**src/rtl/core/bupi_pkg.sv**
```systemverilog
`default_nettype none

package bupi_pkg;

  localparam int TEMP_W = 16;
  localparam int POS_W = 4;
  localparam int SCALE_W = 24;
  localparam int INDEX_W = 8;
  localparam int CFG_INDEX_W = 1;
  localparam int CFG_DATA_W = 24;

  // fraction bits of index_scale
  localparam int SCALE_FRAC = 16;

  typedef enum logic [CFG_INDEX_W-1:0] {
    REG_MIN_TEMP    = 1'b0,
    REG_INDEX_SCALE = 1'b1
  } cfg_reg_t;

  // forward beat between the interpolator and the palette stages
  typedef struct packed {
    logic                     valid;
    logic signed [TEMP_W-1:0] temp;
  } temp_beat_t;

endpackage

`default_nettype wire

```
**src/rtl/core/bupi_lerp.sv**
```systemverilog
`default_nettype none

module bupi_lerp #(
  parameter int TILE_SIZE = 10
) (
  input  logic                                clk,
  input  logic                                rst,
  input  logic                                in_valid,
  output logic                                in_ready,
  input  logic signed [bupi_pkg::TEMP_W-1:0]  corner_a,
  input  logic signed [bupi_pkg::TEMP_W-1:0]  corner_b,
  input  logic signed [bupi_pkg::TEMP_W-1:0]  corner_c,
  input  logic signed [bupi_pkg::TEMP_W-1:0]  corner_d,
  input  logic        [bupi_pkg::POS_W-1:0]   sub_col,
  input  logic        [bupi_pkg::POS_W-1:0]   sub_row,
  input  logic                                hold_corner,
  output bupi_pkg::temp_beat_t                out_beat,
  input  logic                                out_ready
);

  localparam int TW = bupi_pkg::TEMP_W;
  localparam int DEN = TILE_SIZE * TILE_SIZE;
  localparam int SPAN_W = $clog2(TILE_SIZE + 1);
  localparam int WGT_W = $clog2(DEN + 1);
  localparam int NUM_W = TW + WGT_W;
  localparam int MAG_W = NUM_W - 1;
  localparam int SH = MAG_W + $clog2(DEN);
  localparam int RECIP_W = MAG_W + 1;
  localparam int QPROD_W = MAG_W + RECIP_W;
  // ceil(2^SH / DEN): exact floor division for every magnitude below 2^MAG_W
  localparam logic [63:0] RECIP_FULL = ((64'd1 << SH) + 64'(DEN) - 64'd1) / 64'(DEN);
  localparam logic [RECIP_W-1:0] RECIP = RECIP_FULL[RECIP_W-1:0];
  localparam logic [MAG_W-1:0] HALF = MAG_W'(DEN / 2);

  // stage enables, back to front
  logic en1, en2, en3, en4, en5;

  // position and weights
  logic [SPAN_W-1:0]   col_sat, row_sat, col_rem, row_rem;
  logic [2*SPAN_W-1:0] wa_full, wb_full, wc_full, wd_full;

  // stage 1: corners and weights
  logic                     s1_valid;
  logic signed [TW-1:0]     s1_a, s1_b, s1_c, s1_d;
  logic [WGT_W-1:0]         s1_wa, s1_wb, s1_wc, s1_wd;
  logic                     s1_hold;

  // stage 2: weighted corners
  logic                     s2_valid;
  logic signed [NUM_W-1:0]  s2_pa, s2_pb, s2_pc, s2_pd;
  logic signed [TW-1:0]     s2_a;
  logic                     s2_hold;

  // stage 3: rounded magnitude
  logic                     s3_valid;
  logic [MAG_W-1:0]         s3_mag;
  logic                     s3_neg;
  logic signed [TW-1:0]     s3_a;
  logic                     s3_hold;

  // stage 4: quotient
  logic                     s4_valid;
  logic [TW-1:0]            s4_q;
  logic                     s4_neg;
  logic signed [TW-1:0]     s4_a;
  logic                     s4_hold;

  // stage 5: result
  logic                     s5_valid;
  logic signed [TW-1:0]     s5_temp;

  logic signed [NUM_W-1:0]  num_sum;
  logic [NUM_W-1:0]         num_abs;
  logic [QPROD_W-1:0]       qprod;

  assign en5 = !s5_valid || out_ready;
  assign en4 = !s4_valid || en5;
  assign en3 = !s3_valid || en4;
  assign en2 = !s2_valid || en3;
  assign en1 = !s1_valid || en2;
  assign in_ready = en1;

  always_comb begin
    col_sat = (int'(sub_col) >= TILE_SIZE) ? SPAN_W'(TILE_SIZE - 1) : SPAN_W'(sub_col);
    row_sat = (int'(sub_row) >= TILE_SIZE) ? SPAN_W'(TILE_SIZE - 1) : SPAN_W'(sub_row);
    col_rem = SPAN_W'(TILE_SIZE) - col_sat;
    row_rem = SPAN_W'(TILE_SIZE) - row_sat;
    wa_full = {{SPAN_W{1'b0}}, col_rem} * {{SPAN_W{1'b0}}, row_rem};
    wb_full = {{SPAN_W{1'b0}}, col_sat} * {{SPAN_W{1'b0}}, row_rem};
    wc_full = {{SPAN_W{1'b0}}, col_rem} * {{SPAN_W{1'b0}}, row_sat};
    wd_full = {{SPAN_W{1'b0}}, col_sat} * {{SPAN_W{1'b0}}, row_sat};
  end

  always_comb begin
    num_sum = s2_pa + s2_pb + s2_pc + s2_pd;
    num_abs = num_sum[NUM_W-1] ? -num_sum : num_sum;
    qprod = QPROD_W'(s3_mag) * QPROD_W'(RECIP);
  end

  always_ff @(posedge clk) begin
    if (rst) begin
      s1_valid <= 1'b0;
      s2_valid <= 1'b0;
      s3_valid <= 1'b0;
      s4_valid <= 1'b0;
      s5_valid <= 1'b0;
    end else begin
      if (en1) s1_valid <= in_valid;
      if (en2) s2_valid <= s1_valid;
      if (en3) s3_valid <= s2_valid;
      if (en4) s4_valid <= s3_valid;
      if (en5) s5_valid <= s4_valid;
    end
  end

  always_ff @(posedge clk) begin
    if (en1) begin
      s1_a <= corner_a;
      s1_b <= corner_b;
      s1_c <= corner_c;
      s1_d <= corner_d;
      s1_wa <= wa_full[WGT_W-1:0];
      s1_wb <= wb_full[WGT_W-1:0];
      s1_wc <= wc_full[WGT_W-1:0];
      s1_wd <= wd_full[WGT_W-1:0];
      s1_hold <= hold_corner;
    end
    if (en2) begin
      s2_pa <= NUM_W'(s1_a * $signed({1'b0, s1_wa}));
      s2_pb <= NUM_W'(s1_b * $signed({1'b0, s1_wb}));
      s2_pc <= NUM_W'(s1_c * $signed({1'b0, s1_wc}));
      s2_pd <= NUM_W'(s1_d * $signed({1'b0, s1_wd}));
      s2_a <= s1_a;
      s2_hold <= s1_hold;
    end
    if (en3) begin
      // ties round away from zero
      s3_mag <= num_abs[MAG_W-1:0] + HALF;
      s3_neg <= num_sum[NUM_W-1];
      s3_a <= s2_a;
      s3_hold <= s2_hold;
    end
    if (en4) begin
      s4_q <= qprod[SH +: TW];
      s4_neg <= s3_neg;
      s4_a <= s3_a;
      s4_hold <= s3_hold;
    end
    if (en5) begin
      if (s4_hold) begin
        s5_temp <= s4_a;
      end else if (s4_neg) begin
        s5_temp <= -s4_q;
      end else begin
        s5_temp <= s4_q;
      end
    end
  end

  assign out_beat.valid = s5_valid;
  assign out_beat.temp = s5_temp;

  a_pos_quot_fits: assert property (@(posedge clk) disable iff (rst)
    s4_valid && !s4_neg |-> !s4_q[TW-1])
    else $error("positive quotient overflows the temperature range");

  a_neg_quot_fits: assert property (@(posedge clk) disable iff (rst)
    s4_valid && s4_neg |-> !s4_q[TW-1] || s4_q[TW-2:0] == '0)
    else $error("negative quotient overflows the temperature range");

  a_mid_stall_holds: assert property (@(posedge clk) disable iff (rst)
    s4_valid && !en5 |=> s4_valid && $stable(s4_q) && $stable(s4_neg))
    else $error("stalled quotient stage lost its beat");

endmodule

`default_nettype wire

```
**src/rtl/core/bilinear_upscale_palette_index.sv**
```systemverilog
// channel  direction  beat payload                                       handshake
// in       input      corner_a..d, sub_col, sub_row, hold_corner         in_valid / in_ready
// out      output     interp_temp, palette_index, index_clamped          out_valid / out_ready
// cfg      input      cfg_index, cfg_data                                cfg_we
//
// one beat per clock sustained while out_ready stays high
// eight register stages: weights, corner products, rounding, reciprocal multiply,
// sign/hold select, offset subtract, scale multiply, clamp
// rst (synchronous) empties the pipeline and clears min_temp and index_scale to 0
// every stage has its own valid bit and advances when the stage after it is free,
// so bubbles close up under a stall; the input stays ready while the output waits
// until all eight stages hold a beat
`default_nettype none

module bilinear_upscale_palette_index #(
  parameter int TILE_SIZE = 10
) (
  input  logic                                   clk,
  input  logic                                   rst,
  input  logic                                   cfg_we,
  input  logic [bupi_pkg::CFG_INDEX_W-1:0]       cfg_index,
  input  logic [bupi_pkg::CFG_DATA_W-1:0]        cfg_data,
  input  logic                                   in_valid,
  output logic                                   in_ready,
  input  logic signed [bupi_pkg::TEMP_W-1:0]     corner_a,
  input  logic signed [bupi_pkg::TEMP_W-1:0]     corner_b,
  input  logic signed [bupi_pkg::TEMP_W-1:0]     corner_c,
  input  logic signed [bupi_pkg::TEMP_W-1:0]     corner_d,
  input  logic        [bupi_pkg::POS_W-1:0]      sub_col,
  input  logic        [bupi_pkg::POS_W-1:0]      sub_row,
  input  logic                                   hold_corner,
  output logic                                   out_valid,
  input  logic                                   out_ready,
  output logic signed [bupi_pkg::TEMP_W-1:0]     interp_temp,
  output logic        [bupi_pkg::INDEX_W-1:0]    palette_index,
  output logic                                   index_clamped
);

  localparam int TW = bupi_pkg::TEMP_W;
  localparam int SW = bupi_pkg::SCALE_W;
  localparam int IW = bupi_pkg::INDEX_W;
  localparam int FRAC = bupi_pkg::SCALE_FRAC;
  localparam int DIFF_W = TW + 1;
  localparam int IPROD_W = DIFF_W + SW + 1;

  logic signed [TW-1:0] min_temp;
  logic [SW-1:0]        index_scale;

  bupi_pkg::temp_beat_t lerp_beat;
  logic                 en6, en7, en8;

  // stage 6: offset from the frame minimum
  logic                     s6_valid;
  logic signed [TW-1:0]     s6_temp;
  logic signed [DIFF_W-1:0] s6_diff;

  // stage 7: scaled offset
  logic                      s7_valid;
  logic signed [TW-1:0]      s7_temp;
  logic signed [IPROD_W-1:0] s7_prod;

  // stage 8: output register
  logic                 s8_valid;
  logic signed [TW-1:0] s8_temp;
  logic [IW-1:0]        s8_index;
  logic                 s8_clamped;

  logic over_top;

  always_ff @(posedge clk) begin
    if (rst) begin
      min_temp <= '0;
      index_scale <= '0;
    end else if (cfg_we) begin
      case (bupi_pkg::cfg_reg_t'(cfg_index))
        bupi_pkg::REG_MIN_TEMP: min_temp <= cfg_data[TW-1:0];
        bupi_pkg::REG_INDEX_SCALE: index_scale <= cfg_data[SW-1:0];
        default: ;
      endcase
    end
  end

  bupi_lerp #(
    .TILE_SIZE(TILE_SIZE)
  ) u_lerp (
    .clk        (clk),
    .rst        (rst),
    .in_valid   (in_valid),
    .in_ready   (in_ready),
    .corner_a   (corner_a),
    .corner_b   (corner_b),
    .corner_c   (corner_c),
    .corner_d   (corner_d),
    .sub_col    (sub_col),
    .sub_row    (sub_row),
    .hold_corner(hold_corner),
    .out_beat   (lerp_beat),
    .out_ready  (en6)
  );

  assign en8 = !s8_valid || out_ready;
  assign en7 = !s7_valid || en8;
  assign en6 = !s6_valid || en7;

  // anything above the eight index bits means the index ran past the top
  assign over_top = |s7_prod[IPROD_W-2:FRAC+IW];

  always_ff @(posedge clk) begin
    if (rst) begin
      s6_valid <= 1'b0;
      s7_valid <= 1'b0;
      s8_valid <= 1'b0;
    end else begin
      if (en6) s6_valid <= lerp_beat.valid;
      if (en7) s7_valid <= s6_valid;
      if (en8) s8_valid <= s7_valid;
    end
  end

  always_ff @(posedge clk) begin
    if (en6) begin
      s6_temp <= lerp_beat.temp;
      s6_diff <= DIFF_W'(lerp_beat.temp) - DIFF_W'(min_temp);
    end
    if (en7) begin
      s7_temp <= s6_temp;
      s7_prod <= IPROD_W'(s6_diff * $signed({1'b0, index_scale}));
    end
    if (en8) begin
      s8_temp <= s7_temp;
      if (s7_prod[IPROD_W-1]) begin
        s8_index <= '0;
        s8_clamped <= 1'b1;
      end else if (over_top) begin
        s8_index <= '1;
        s8_clamped <= 1'b1;
      end else begin
        s8_index <= s7_prod[FRAC +: IW];
        s8_clamped <= 1'b0;
      end
    end
  end

  assign out_valid = s8_valid;
  assign interp_temp = s8_temp;
  assign palette_index = s8_index;
  assign index_clamped = s8_clamped;

  a_clamp_at_rail: assert property (@(posedge clk) disable iff (rst)
    out_valid && index_clamped |-> palette_index == '0 || palette_index == '1)
    else $error("clamped index is not at a rail");

  a_interior_not_clamped: assert property (@(posedge clk) disable iff (rst)
    out_valid && palette_index != '0 && palette_index != '1 |-> !index_clamped)
    else $error("interior index flagged as clamped");

  a_ready_when_empty: assert property (@(posedge clk) disable iff (rst)
    !out_valid |-> in_ready)
    else $error("input stalled with an empty output register");

  a_scale_stall_holds: assert property (@(posedge clk) disable iff (rst)
    s7_valid && !en8 |=> s7_valid && $stable(s7_prod) && $stable(s7_temp))
    else $error("stalled scale stage lost its beat");

endmodule

`default_nettype wire
```
**config.mk**
```make
export PLATFORM = sky130hd
export DESIGN_NAME = bilinear_upscale_palette_index
export DESIGN_NICKNAME = d
export VERILOG_FILES = /design/src/rtl/core/bupi_pkg.sv /design/src/rtl/core/bupi_lerp.sv /design/src/rtl/core/bilinear_upscale_palette_index.sv
export SDC_FILE = /design/constraint.sdc
export NUM_CORES = 2
export LEC_CHECK = 0
export BUFFER_PORTS_ARGS = -buffer_cell sky130_fd_sc_hd__buf_2
export CORE_MARGIN = 4
export CORE_UTILIZATION = 59
export DETAILED_ROUTE_END_ITERATION = 6
export PLACE_DENSITY = 0.79
export SYNTH_ARGS = -nofsm -noshare
export SYNTH_HDL_FRONTEND = slang
export SYNTH_HIERARCHICAL = 1
export SYNTH_SLANG_ARGS = --single-unit
```
**constraint.sdc**
```tcl
create_clock -name clk -period 5.9 [get_ports clk]
set_input_delay 1.18 -clock clk [delete_from_list [all_inputs] [get_ports clk]]
set_output_delay 1.18 -clock clk [all_outputs]
set_load 0.005 [all_outputs]
```
# Yosys cells after proc, flatten, opt, wreduce, memory -nomap -nowiden
# Index checks and enable logic that the tools add are counted.
dict set report totals {
  register_bits 456
  inputBits 103
  output_inout_bits 27
  word_cells 89
}
dict set report op_classes {
  add_sub_neg 9
  multipliers 10
  magnitude_cmp 2
  mux 7
  n_bitwise 1
  reduce_logical 19
}
# op n
set op_table {}
lappend op_table {{multiplier 16 x 8 -> 23 bit} 4}
lappend op_table {{adder 23 bit} 3}
lappend op_table {{multiplier 22 x 22 -> 44 bit, second input constant} 1}
lappend op_table {{multiplier 17 x 25 -> 42 bit} 1}
lappend op_table {{2-to-1 mux 16 bit} 2}
lappend op_table {{multiplier 4 x 4 -> 7 bit} 4}
lappend op_table {{adder 22 x 6 -> 22 bit, second input constant} 1}
lappend op_table {{2-to-1 mux 22 bit} 1}
lappend op_table {{negator 22 bit} 1}
lappend op_table {{OR reduction 17 bit} 1}
lappend op_table {{subtractor 16 x 16 -> 17 bit} 1}
lappend op_table {{negator 16 bit} 1}
lappend op_table {{>= comparator 4 bit, second input constant} 2}
lappend op_table {{logical NOT 1 bit} 8}
lappend op_table {{logical OR 1 bit} 8}
lappend op_table {{2-to-1 mux 4 bit} 2}
lappend op_table {{2-to-1 mux 8 bit} 1}
lappend op_table {{subtractor 4 bit, first input constant} 2}
lappend op_table {{AND reduction 2 bit} 2}
lappend op_table {{2-to-1 mux 1 bit} 1}
lappend op_table {{inverter 1 bit} 1}

# Depth between registers and ports, before layout
dict set report depth {
  depth_word 9
  ltp_mapped 27
  depth_no_buf 27
}

# By module
# Netlist, hierarchy kept.
# module n_inst cells_per_inst area_each_um2 seq_area_each_um2
set by_module_without_submodules {}
lappend by_module_without_submodules {bupi_lerp 1 3628 38371.8 8778.4}
lappend by_module_without_submodules {bilinear_upscale_palette_index 1 1920 18400.1 3863.7}

# Least setup slack after synthesis
# OpenSTA, ideal clock, no wires.
dict set report synth_path {
  path_kind {reg2reg}
  startpoint {register s6_diff[16]}
  endpoint {register s7_prod[41] (data pin)}
  setup_time_ns 0.174
  arrival_time_ns 6.324
  required_ns 5.726
  slack_ns -0.599
  stages_incl_launch_ff 21
  n_path_buf 1
  synth_period_minus_slack_ns 6.499
  path_cell_list {edfxtp_1 -> clkinv_1 -> clkbuf_1 -> nor2_1 -> fa_1 -> fa_1 -> fa_1 -> fa_1 -> fa_1 -> inv_1 -> fa_1 -> inv_1 -> ha_1 -> nand2_2 -> or4_4 -> o21ai_2 -> nand4b_4 -> a211oi_4 -> o2111a_2 -> nor3_1 -> a311oi_1}
}
dict set report synth_between {
  elab_chain_len 1
}
# element line
set synth_lines {}
lappend synth_lines {{from (decl)} bilinear_upscale_palette_index.sv:55} ;# logic signed [DIFF_W-1:0] s6_diff;
lappend synth_lines {{from (signal assigned)} bilinear_upscale_palette_index.sv:123} ;# s6_diff <= DIFF_W'(lerp_beat.temp) - DIFF_W'(min_temp);
lappend synth_lines {{multiplier 17 x 25 -> 42 bit} bilinear_upscale_palette_index.sv:127} ;# s7_prod <= IPROD_W'(s6_diff * $signed({1'b0, index_scale}));
lappend synth_lines {{to (signal assigned)} bilinear_upscale_palette_index.sv:127}
lappend synth_lines {{to (decl)} bilinear_upscale_palette_index.sv:60} ;# logic signed [IPROD_W-1:0] s7_prod;
# No other way between the ends.
# A chain may end at the register's enable or synchronous reset.

# Worst setup path after layout
dict set report layout_path {
  startpoint {register u_lerp.s3_mag[10]}
  endpoint {register u_lerp.s4_q[15] (data pin)}
}
dict set report layout_between {
  elab_chain_len 1
}
# element line
set layout_lines {}
lappend layout_lines {{from (decl)} bupi_lerp.sv:56} ;# logic [MAG_W-1:0] s3_mag;
lappend layout_lines {{from (signal assigned)} bupi_lerp.sv:138} ;# s3_mag <= num_abs[MAG_W-1:0] + HALF;
lappend layout_lines {{multiplier 22 x 22 -> 44 bit} bupi_lerp.sv:97} ;# qprod = QPROD_W'(s3_mag) * QPROD_W'(RECIP);
lappend layout_lines {{via u_lerp.qprod[44]} bupi_lerp.sv:74} ;# logic [QPROD_W-1:0] qprod;
lappend layout_lines {{to (signal assigned)} bupi_lerp.sv:144} ;# s4_q <= qprod[SH +: TW];
lappend layout_lines {{to (decl)} bupi_lerp.sv:63} ;# logic [TW-1:0] s4_q;
# The timed path passes the listed nets, and every way through them passes these cells.

==> metrics.txt <==
status complete, but fails checks; failing checks setup timing; first-pass GRT wire length roughly 220000 um; Post-DRT Antenna Nets 0; total CTS buffers 50; Setup crit start u_lerp/s3_mag[10]; Congestion Overflow GR 0; Synth cell types about 110; Worst-Margin Slew 1.169 ns; Final Slew Violations 0; RSZ-0062 raised after global routing yes; Final Net Count between 7000 and 8000; share of cells above drive strength 1 0.1538; total track usage 0.2713; Max Clk Rate between 150 and 200 MHz; Layout Cell Area excl Fill approximately 0.065 sq mm; syn nets 7196; Arrival @ worst endpoint around 6.8 ns; Detailed Route Iter0 Violations ~2800; fin worst setup slack -0.5266 ns; CP Launch Type register; vias in the first global route roughly 44000; FF-to-FF path depth 23; chip height around 320 um; Worst-path clk slew approximately 0.06 ns; Yosys top cell by area fa_1; DR pass1 iterations 6; register area share after synthesis 0.2227; Synth Area per Inst 10.23 sq um; utilization after layout 0.6844; post-synthesis xor/xnor area fraction 0.03451; total length of routed wires roughly 140000 um; main combinational cell family by area after synthesis adder cells; Initial Util 0.5958; Post-Synth Simple-Gate Area 0.1310; die area 0.1013 sq mm; register bit total from synthesis 437; setup TNS -7.864 ns; Period Utilization, post-route 1.089; final setup vio count 29; Clock Tree Root clkbuf_16; Syn Inst Count 5548; Vias per Instance 5.483; kind of critical path reg -> reg; ys flop type edfxtp_1; Routed WL per cell ~19 um; Mapped Area between 0.05 and 0.06 sq mm; later-pin clock latency in the skew report about 0.65 ns; Detailed Place HPWL 109900 um; most frequent cells in the layout inv_1 (1201), fa_1 (879), ha_1 (589); final hold slack around 0.42 ns; Worst R2R End u_lerp/s4_q[15]; reg-to-reg startpoint u_lerp/s3_mag[10]; top cells by area, synth fa_1 (32%), edfxtp_1 (21%), ha_1 (14%); post-synthesis mux area share 0.001080; Synth Warn # 6; num rows approximately 110; pin count of the biggest net entering global routing 92; Crit Path Max Fanout 7; Post-synth EDFFs between 300 and 400; CTS tree built; CTS Hold Buffers Added 0; # DRC 0; Fin. Hold Viols 0; final RePlAce weighted congestion 0.9350; initial antenna violation count 3; # port buffers ~130; core area 0.09529 sq mm; compound-gate portion of the synthesized area 0.05944; kind of end point of the critical path register; Via Count 40240; Worst Clk Skew ~0.049 ns; max-cap violation count 0; IO Count 130; commonest non-fill, non-tap cell in the layout inv_1; area delta synth->final 14.87%; CP Data Required Time ~6.3 ns; WHS Path Cells 0; Clock Path Buffers 3; die width between 300 and 400 um; H-tree level count 2; placed inst area around 0.062 sq mm; Rel. slew slack 0.2210; min-delay worst type reg -> reg; Synth top area share 0.3184; FF-to-FF setup slack -0.53 ns; clk sinks around 440; end point of the critical path u_lerp/s4_q[15]; Synth Area in Adders 0.4599; post-synthesis async set-or-reset flop share 0; fin crit period between 6 and 7 ns
==> cells in the mapped netlist, types with 4 or more instances <==
| cell type | instances |
|---|---|
| nor3_1 | 44 |
| or4_1 | 4 |
| o41a_1 | 4 |
| nor2_1 | 162 |
| nor4_1 | 15 |
| nor3b_1 | 5 |
| o21a_1 | 27 |
| o22ai_1 | 7 |
| xor2_1 | 60 |
| clkbuf_1 | 124 |
| nand4_1 | 13 |
| a21oi_1 | 178 |
| or4_4 | 4 |
| mux2i_1 | 5 |
| and2_1 | 542 |
| o21bai_1 | 6 |
| o211ai_1 | 8 |
| fa_1 | 903 |
| or2_2 | 8 |
| o31ai_1 | 11 |
| or3_1 | 14 |
| o21ai_0 | 95 |
| a211oi_1 | 14 |
| a311oi_1 | 7 |
| a2111oi_0 | 4 |
| inv_1 | 1239 |
| nand2b_1 | 32 |
| a21o_1 | 57 |
| dfxtp_1 | 48 |
| and3_1 | 15 |
| nand3_1 | 37 |
| ha_1 | 642 |
| a41o_1 | 5 |
| o21ai_1 | 8 |
| edfxtp_1 | 389 |
| xnor2_1 | 161 |
| nand2_1 | 499 |
| o31a_1 | 5 |
| a21boi_0 | 8 |
| a31oi_1 | 16 |
| nor2b_1 | 28 |
| o41ai_1 | 6 |
==> stage by stage <==
step / setup slack (ns) / instances
after global routing: -0.7123 / 7338
after floorplan: -0.2072 / 5548
after CTS: -0.4206 / 7297
after detailed placement: -0.6579 / 7168
final: -0.5266 / 7340
after global placement: -0.4444 / 7168
==> logic make-up after synthesis <==
group                    count (synthesis)
AO/OA/AOI/OAI                          516
XOR/XNOR                               222
adder cells (fa/ha/maj)               1545
buffers and inverters                 1372
flip-flops                             437
multiplexers                             6
AND/OR/NAND/NOR                       1450
==> worst min path at each step <==
stage | slack, ns | start | end
after floorplan | 0.40 | s7_temp[0] | interp_temp[0]
after global placement | 0.40 | s6_temp[2] | s7_temp[2]
after detailed placement | 0.40 | s7_temp[13] | interp_temp[13]
after CTS | 0.42 | s7_temp[13] | interp_temp[13]
after global routing | 0.43 | u_lerp/s2_a[13] | u_lerp/s3_a[13]
final | 0.42 | s7_temp[13] | interp_temp[13]
==> state kept, by name (all words and copies together), names as in the netlist, 17 cells and up <==
register	flops
s7_prod	26
index_scale	24
u_lerp/s2_pa	23
u_lerp/s2_pb	23
u_lerp/s2_pc	23
u_lerp/s2_pd	23
u_lerp/s3_mag	22
s6_diff	17
==> critical path, stage by stage, from the launching register on <==
cell       delay (ns)
edfxtp_1         0.43
buf_6            0.18
ha_4             0.25
fa_1             0.47
inv_1            0.05
fa_1             0.45
fa_1             0.49
inv_1            0.05
fa_1             0.48
fa_1             0.54
inv_2            0.05
fa_1             0.51
inv_2            0.06
ha_4             0.21
a21o_1           0.16
a21o_1           0.18
a21oi_2          0.18
o2111ai_2        0.17
o41ai_4          0.33
o41ai_4          0.12
a221o_1          0.37
nand3_2          0.15
a311oi_2         0.12
xnor2_1          0.15
==> per-layer routing <==
metal	global-route usage	vias to the layer above	share of wire
met4	0.1119	2	0.049
met2	0.4647	1343	0.49
met5	0	-	0.000096
met3	0.03800	357	0.067
li1	-	18340	-
met1	0.3490	20200	0.39
==> area by class of cell <==
class | instances | area (sq um)
inverter | 1241 | 4673
timing repair buffer | 565 | 4384
clock buffer | 60 | 1319
multi-input combinational | 3739 | 40270
tap | 1265 | 1583
fill | 6813 | 30080
antenna | 2 | 5.005
sequential | 437 | 12650
clock inverter | 31 | 332.8
==> repair_timing <==
item,CTS,global route
endpoints found under the setup margin,34,45
gates cloned,1,1
pin swaps,114,102
setup buffers,38,47
resized for setup,123,138
Power is not shown: default switching activity piles up to over one toggle a cycle in this logic, so the estimate is an artifact.
